[src/sv/ssc_pkg.sv]
`default_nettype none

package ssc_pkg;

	// Default table size and count width
	localparam int MAX_SUM_DEF    = 1024;
	localparam int COUNT_BITS_DEF = 32;

	// Fixed port field widths
	localparam int VALUE_W  = 11;
	localparam int TARGET_W = 11;
	localparam int OUT_W    = 32;

	// Depth of the command queue between front and engine (power of two)
	localparam int CMD_DEPTH = 2;

	// One classified request as it travels from front to engine
	typedef struct packed {
		logic [VALUE_W-1:0] value;
		logic               upd;
		logic               last;
	} cmd_t;

	// Engine status seen by the top level
	typedef struct packed {
		logic clearing;
		logic res_load;
	} stat_t;

endpackage

`default_nettype wire

[src/sv/ssc_front.sv]
`default_nettype none

module ssc_front #(
	parameter int MAX_SUM = ssc_pkg::MAX_SUM_DEF
) (
	input  wire logic                        clk,
	input  wire logic                        arst_n,
	input  wire logic                        push,
	output logic                             full,
	input  wire logic [ssc_pkg::VALUE_W-1:0] item_value,
	input  wire logic                        last_item,
	output logic                             cmd_valid,
	input  wire logic                        cmd_ready,
	output ssc_pkg::cmd_t                    cmd
);

	localparam int PTR_W = $clog2(ssc_pkg::CMD_DEPTH);
	localparam int CNT_W = $clog2(ssc_pkg::CMD_DEPTH + 1);

	ssc_pkg::cmd_t    slot_q [ssc_pkg::CMD_DEPTH];
	logic [PTR_W-1:0] wr_ptr_q;
	logic [PTR_W-1:0] rd_ptr_q;
	logic [CNT_W-1:0] cnt_q;
	logic             push_ok;
	logic             pop_ok;
	ssc_pkg::cmd_t    new_cmd;

	assign full      = (cnt_q == CNT_W'(ssc_pkg::CMD_DEPTH));
	assign cmd_valid = (cnt_q != '0);
	assign cmd       = slot_q[rd_ptr_q];
	assign push_ok   = push && !full;
	assign pop_ok    = cmd_valid && cmd_ready;

	// Classify: zero or out-of-table values leave the table alone
	always_comb begin
		new_cmd.value = item_value;
		new_cmd.upd   = (item_value != '0) && (int'(item_value) <= MAX_SUM);
		new_cmd.last  = last_item;
	end

	always_ff @(posedge clk) begin
		if (push_ok) begin
			slot_q[wr_ptr_q] <= new_cmd;
		end
	end

	always_ff @(posedge clk or negedge arst_n) begin
		if (!arst_n) begin
			wr_ptr_q <= '0;
			rd_ptr_q <= '0;
			cnt_q    <= '0;
		end else begin
			if (push_ok) begin
				wr_ptr_q <= wr_ptr_q + PTR_W'(1);
			end
			if (pop_ok) begin
				rd_ptr_q <= rd_ptr_q + PTR_W'(1);
			end
			cnt_q <= cnt_q + CNT_W'(push_ok) - CNT_W'(pop_ok);
		end
	end

endmodule

`default_nettype wire

[config.mk]
export PLATFORM = sky130hd
export DESIGN_NAME = ssc_front
export DESIGN_NICKNAME = d
export VERILOG_FILES = /design/src/sv/ssc_pkg.sv /design/src/sv/ssc_front.sv
export SDC_FILE = /design/constraint.sdc
export NUM_CORES = 1
export LEC_CHECK = 0
export ABC_CLOCK_PERIOD_IN_PS = 1800
export BUFFER_PORTS_ARGS = -buffer_cell sky130_fd_sc_hd__buf_2
export CAP_MARGIN = 20
export CORE_UTILIZATION = 35
export DETAILED_ROUTE_END_ITERATION = 16
export GPL_ROUTABILITY_DRIVEN = 1
export HOLD_SLACK_MARGIN = 0.05
export PLACE_DENSITY = 0.55
export SLEW_MARGIN = 20
export SYNTH_ARGS = -nofsm -noshare
export SYNTH_HDL_FRONTEND = slang
export SYNTH_SLANG_ARGS = --single-unit
[constraint.sdc]
create_clock -name clk -period 1.8 [get_ports clk]
set_input_delay 0.36 -clock clk [delete_from_list [all_inputs] [get_ports clk]]
set_output_delay 0.36 -clock clk [all_outputs]
set_load 0.01 [all_outputs]
==> run metrics, run 1 <==
area of the multi-input gates=between 300 and 400 um2; clock share of power=between 15 and 20%; Crit Path Class=flip-flop to output pin; Placement Setup Slack=approximately 0.12 ns; post-synth top area share=between 60 and 70%; Avg Inst Size Synth=around 19 um2; register area=~900 um2; Clock Pin Slew Worst Setup and Hold Paths=approximately 0.090 ns; wl on met1=890 um; Seq/Total Area, Yosys=73.0%; proportion of layout cells with a drive suffix above 1=48.6%; DIE AREA=3690 um2; synthesis warning total=0; Synth area leaders=edfxtp_1 65%, mux2_4 11%, dfrtp_1 8.3%; routed length on met3=107 um; status=complete, no violations; Worst Clk Skew=roughly 0.0032 ns; Synth Instances=63; post-route setup TNS=0 ns; vias in the first global route=roughly 630; post-synthesis cell area=1210 um2; met2 routed WL=843 um; RSZ-0062 raised after global routing=false; TritonCTS clock tree=built; fin. max-slew vios=0; CTS buffer count=5; # IOs=31; post-synthesis cell type count=17; Rows=20; via count=647; Port-buffer cells=30; n_diodes=0; final setup fails=0; # fillers=299; FMAX=between 500 and 600 MHz; Tot GR Track Use=a little under an eighth; CP required=roughly 1.4 ns; critical path launch point type=flip-flop; HP Class=input port to flip-flop; crit path DAT=about 1.4 ns; max layer used=met4; Fin. Hold Viols=0; Bufs on Longest Clock Path=2; combinational cell fraction of total power=between 30% and 40%; syn nets=between 80 and 90; Die Y=around 61 um; final net count=between 100 and 150; power density cells=1500 nW/um2; post-DR vias/cell=between 4 and 5; GRT overflow=0; Avg WL per Cell=approximately 12 um; Clock Sink Count=30; sw power=0.000686 W; Routed Antenna Nets=0; VDD IR max=~0.00053 V; LEAKAGE=a little over 0.6 nW; number of max-cap violations=0; largest net degree at the start of global routing=14; post-CTS resize count=0; final WL=1860 um; post-synth top area cell=edfxtp_1; first-pass GRT wire length=between 2000 and 3000 um; hpwl dp=between 1000 and 1500 um; DR iter-0 viols=17; CTS Hold Bufs=1; Setup crit end kind=output pin; Worst slew margin=76.3%; Die W=roughly 61 um; Starting Density=38.3%; Pint=0.00155 W; H-tree Lvls=2; root buf cell=clkbuf_4; sw frac=30.6%; post-route worst setup slack=~0.074 ns; crit path max fanout=9; Placer Congestion=about 0.7; Layout area overhead=23.5%; core footprint=around 3200 um2; most frequent cells in the layout=30 x buf_2, 26 x edfxtp_1, 9 x mux2_4; First-pass DRT Iterations=4; Worst Max-Slew Pin Slew=roughly 0.35 ns; crit share post-route=roughly 96%; placed cell area=approximately 1400 um2; initial antenna violation count=0; final core occ=a little under half; Period minus WS final=~1.7 ns; post-CTS setup repair buffer count=0; register share of total power=45.6%; Synth Register Bits=30; Clock Latency Late Sink=just over 0.3 ns; DR DRC count=0; commonest non-fill, non-tap cell in the layout=buf_2; Final Cell Area=~1500 um2
[routing by layer]
| metal | GRT usage, % | up-vias |
|---|---|---|
| met4 | 4.87 | 0 |
| met5 | 0 | - |
| met3 | 5.97 | 2 |
| met1 | 13.9 | 306 |
| met2 | 18.1 | 22 |
| li1 | - | 317 |
[sequential cells by signal, summed over array words and instances (netlist names)]
name	cells
cnt_q	2
wr_ptr_q	1
slot_q	26
rd_ptr_q	1
[final timing paths]
check,endpoint,slack [ns],start,depth (start not counted)
min reg2reg,wr_ptr_q,0.50,wr_ptr_q,1
max reg2reg,cnt_q[1],0.10,cnt_q[1],7
min in group asynchronous,cnt_q[1],0.37,arst_n,2
max,cmd[1],0.07,rd_ptr_q,3
max in group asynchronous,rd_ptr_q,1.31,arst_n,2
min,slot_q[1][0],0.24,last_item,1
[kinds of logic (layout without fill, tap and decap cells)]
group                    count (synthesis)  count (layout)  synth area share [%]
AND/OR/NAND/NOR                         10              10                  4.87
flip-flops                              30              30                  73.0
XOR/XNOR                                 5               5                  3.63
multiplexers                            13              13                  14.9
adder cells (fa/ha/maj)                  2               2                  2.07
buffers and inverters                    3              45                  1.55
[power by group through the flow]
| stage | combinational, W | sequential [W] | clock (W) |
|---|---|---|---|
| after detailed placement | 0.000864 | 0.00104 | 0 |
| after global routing | 0.000941 | 0.00104 | 0.000408 |
| after CTS | 0.000871 | 0.00102 | 0.000376 |
| after floorplan | 0.000575 | 0.00104 | 0 |
| final | 0.000853 | 0.00102 | 0.000365 |
| after global placement | 0.000858 | 0.00103 | 0 |
[final cells by class]
class | count | share of cell area [%]
Clock buffer | 6 | 2.77
Clock inverter | 2 | 0.587
Inverter | 2 | 0.503
Multi-Input combinational cell | 30 | 20.6
Sequential cell | 30 | 59.1
Tap cell | 44 | 3.69
Timing Repair Buffer | 35 | 12.8
[per-stage QoR]
| stage | std cells | hold WS [ns] | power [W] |
|---|---|---|---|
| finish | 149 | 0.239 | 0.00224 |
| floorplan | 63 | 0.0644 | 0.00161 |
| detailed placement | 140 | 0.176 | 0.00190 |
| global placement | 140 | 0.172 | 0.00189 |
| CTS | 149 | 0.228 | 0.00227 |
| global route | 149 | 0.221 | 0.00239 |
[cells in the mapped netlist (all sizes together)]
master	n
nor4	2
nor2	2
xor2	2
nand3	1
or2	1
dfrtp	4
xnor2	3
buf	1
inv	2
ha	2
edfxtp	26
nand2b	1
nand2	1
and2	1
and3	1
mux2	13
[critical path: stages (launching register included)]
cell and delay (ns):
dfrtp_1 0.36, buf_4 0.22, mux2_1 0.34, buf_2 0.14
No activity file was read; power rests on OpenSTA's default activity.
==> run 2, diff against run 1 <==
ABC_CLOCK_PERIOD_IN_PS = 2000   (was 1800)
clock period = 2 ns   (was 1.8 ns; I/O delays follow)
==> run 2 against run 1 <==
  * Utilization is 0.12 points higher
  * First-iteration DRC count is 35% lower
  * Via count is 2.2% higher
  * Non-clock buffer count is 1 higher
  * Critical path depth stayed put
  * Clock power is 13% lower
  * Sequential share of layout area is 0.064 points lower
  * Setup slack better by 0.056 ns
  * Largest power group unchanged
  * Highest routed layer unchanged
==> run metrics, run 2 (synthesis results as in run 1) <==
FMAX=535 MHz; CP required=1.60 ns (was 1.44 ns); Final Cell Area=1500 um2 (was 1490 um2); proportion of layout cells with a drive suffix above 1=49.5% (was 48.6%); crit path max fanout=9 (unchanged); post-route setup TNS=0 ns (unchanged); post-route insts no fill=149 (unchanged); sw power=0.000612 W (was 0.000686 W); RSZ-0062 raised after global routing=false (unchanged); status=complete, no violations (unchanged); vias in the first global route=668 (was 634); Clock Pin Slew Worst Setup and Hold Paths=0.08 ns (was 0.09 ns); WHS=0.268 ns (was 0.239 ns); register share of total power=47.1% (was 45.6%); final net count=123 (was 122); Die Y=60.7 um (unchanged); n_diodes=0 (unchanged); post-DR vias/cell=4.44 (was 4.34); placed cell area=1440 um2 (was 1430 um2); Avg WL per Cell=13.4 um (was 12.4 um); fin. max-slew vios=0 (unchanged); Layout area overhead=23.8% (was 23.5%); placed cells=141 (was 140); First-pass DRT Iterations=4 (unchanged); Clock Sink Count=30 (unchanged); slowest stage cell, crit path=dfrtp_2 (was dfrtp_1); DR iter-0 viols=11 (was 17); # IOs=31 (unchanged); final WL=2000 um (was 1860 um); Clock Latency Late Sink=0.32 ns (was 0.31 ns); combinational cell fraction of total power=37.3% (was 38.1%); sw frac=30.5% (was 30.6%); Die W=60.7 um (unchanged); crit share post-route=between 90% and 100%; GRT overflow=0 (unchanged); Placer Congestion=0.692 (was 0.710); power density cells=1340 nW/um2 (was 1500 nW/um2); Routed Antenna Nets=0 (unchanged); # fillers=308 (was 299); Period minus WS final=1.87 ns; met2 routed WL=971 um (was 843 um); clock share of power=15.7% (was 16.3%); routed length on met3=132 um (was 107 um); Bufs on Longest Clock Path=2 (unchanged); number of max-cap violations=0 (unchanged); critical-path cell list=buf_4 > mux2_1 > buf_2 (unchanged); DIE AREA=3690 um2 (unchanged); root buf cell=clkbuf_4 (unchanged); TritonCTS clock tree=built (unchanged); Crit Path Class=flip-flop to output pin (unchanged); Port-buffer cells=30 (unchanged); Largest regs=slot_q: 26 flops, cnt_q: 2 flops (unchanged); max layer used=met4 (unchanged); commonest non-fill, non-tap cell in the layout=buf_2 (unchanged); H-tree Lvls=2 (unchanged); DR DRC count=0 (unchanged); wl on met1=880 um (was 890 um); Worst Max-Slew Pin Slew=0.400 ns (was 0.352 ns); Worst Clk Skew=0.00264 ns (was 0.00324 ns); via count=661 (was 647); largest net degree at the start of global routing=10 (was 14); Setup crit end kind=output pin (unchanged); LEAKAGE=0.617 nW (was 0.616 nW); Pint=0.00140 W (was 0.00155 W); final setup fails=0 (unchanged); Fin. Hold Viols=0 (unchanged); max reg flops=26 (unchanged); most frequent cells in the layout=30 x buf_2, 26 x edfxtp_1, 9 x mux2_4 (unchanged); CP max stage delay=0.44 ns (was 0.36 ns); core footprint=3150 um2 (unchanged); Starting Density=38.3% (unchanged); HP Class=input port to flip-flop (unchanged); post-CTS setup repair buffer count=0 (unchanged); initial antenna violation count=0 (unchanged); Largest Register=slot_q (unchanged); Tot GR Track Use=12.7% (was 11.7%); first-pass GRT wire length=3040 um (was 2890 um); critical path launch point type=flip-flop (unchanged); crit path DAT=1.47 ns (was 1.37 ns); Rows=20 (unchanged); VDD IR max=0.000524 V (was 0.000531 V); overall power=0.00201 W (was 0.00224 W); Worst slew margin=73.1% (was 76.3%); CTS buffer count=5 (unchanged); hpwl dp=1450 um (was 1290 um)
==> run 2: cell types whose count changed in the layout (fill, tap and decap cells not counted) <==
cell,previous run,this run
buf_4,4,5
clkinv_2,1,0
dfrtp_1,4,3
dfrtp_2,0,1
==> run 2: repair_timing <==
item	CTS	global route
resized for setup	0	1
hold buffers	1	0
endpoints found under the hold margin	4	0
endpoints found under the setup margin	0	6
==> run 2: metrics by stage <==
| step | util (%) | setup slack [ns] |
|---|---|---|
| floorplan | - | 0.363 |
| global placement | 45.6 | 0.358 |
| detailed placement | 45.6 | 0.317 |
| CTS | 47.4 | 0.0242 |
| global route | 47.4 | 0.0663 |
| finish | 47.4 | 0.130 |
==> run 2: cell type report <==
type,instances,area (um2),area share [%]
multi-input cells,30,308,20.6
inverters,2,7.51,0.502
clock inverters,1,3.75,0.251
flip-flops and latches,30,882,59.0
well taps,44,55.1,3.68
clock buffers,6,41.3,2.76
repair buffers,36,198,13.2
==> run 2: path summary, 6_finish.rpt <==
check	startpoint	to	slack, ns	depth (start not counted)
worst max-delay path	rd_ptr_q	cmd[1]	0.13	3
worst min-delay path	last_item	slot_q[0][0]	0.27	1
worst max register to register	cnt_q[1]	cnt_q[1]	0.32	7
worst min register to register	wr_ptr_q	wr_ptr_q	0.51	1
max in group asynchronous	arst_n	rd_ptr_q	1.46	2
min in group asynchronous	arst_n	rd_ptr_q	0.41	2
==> run 2: layer usage <==
layer  GRT usage, %  up-vias
met3           7.25        2
met2           19.8       26
met1           14.2      315
met4           5.84        0
li1               -      318
met5              0        -
==> run 2: power by group through the flow <==
stage,registers [W],logic [W],clock network [W]
floorplan,0.000936,0.000517,0
global placement,0.000951,0.000752,0
detailed placement,0.000960,0.000765,0
CTS,0.000947,0.000767,0.000329
global route,0.000962,0.000820,0.000349
finish,0.000946,0.000749,0.000316
==> run 2: critical path, delay by kind of cell (launching register included) <==
kind / cells / cell delay (ns)
buffers and inverters: 2 / 0.38
DFF: 1 / 0.44
muxes: 1 / 0.33
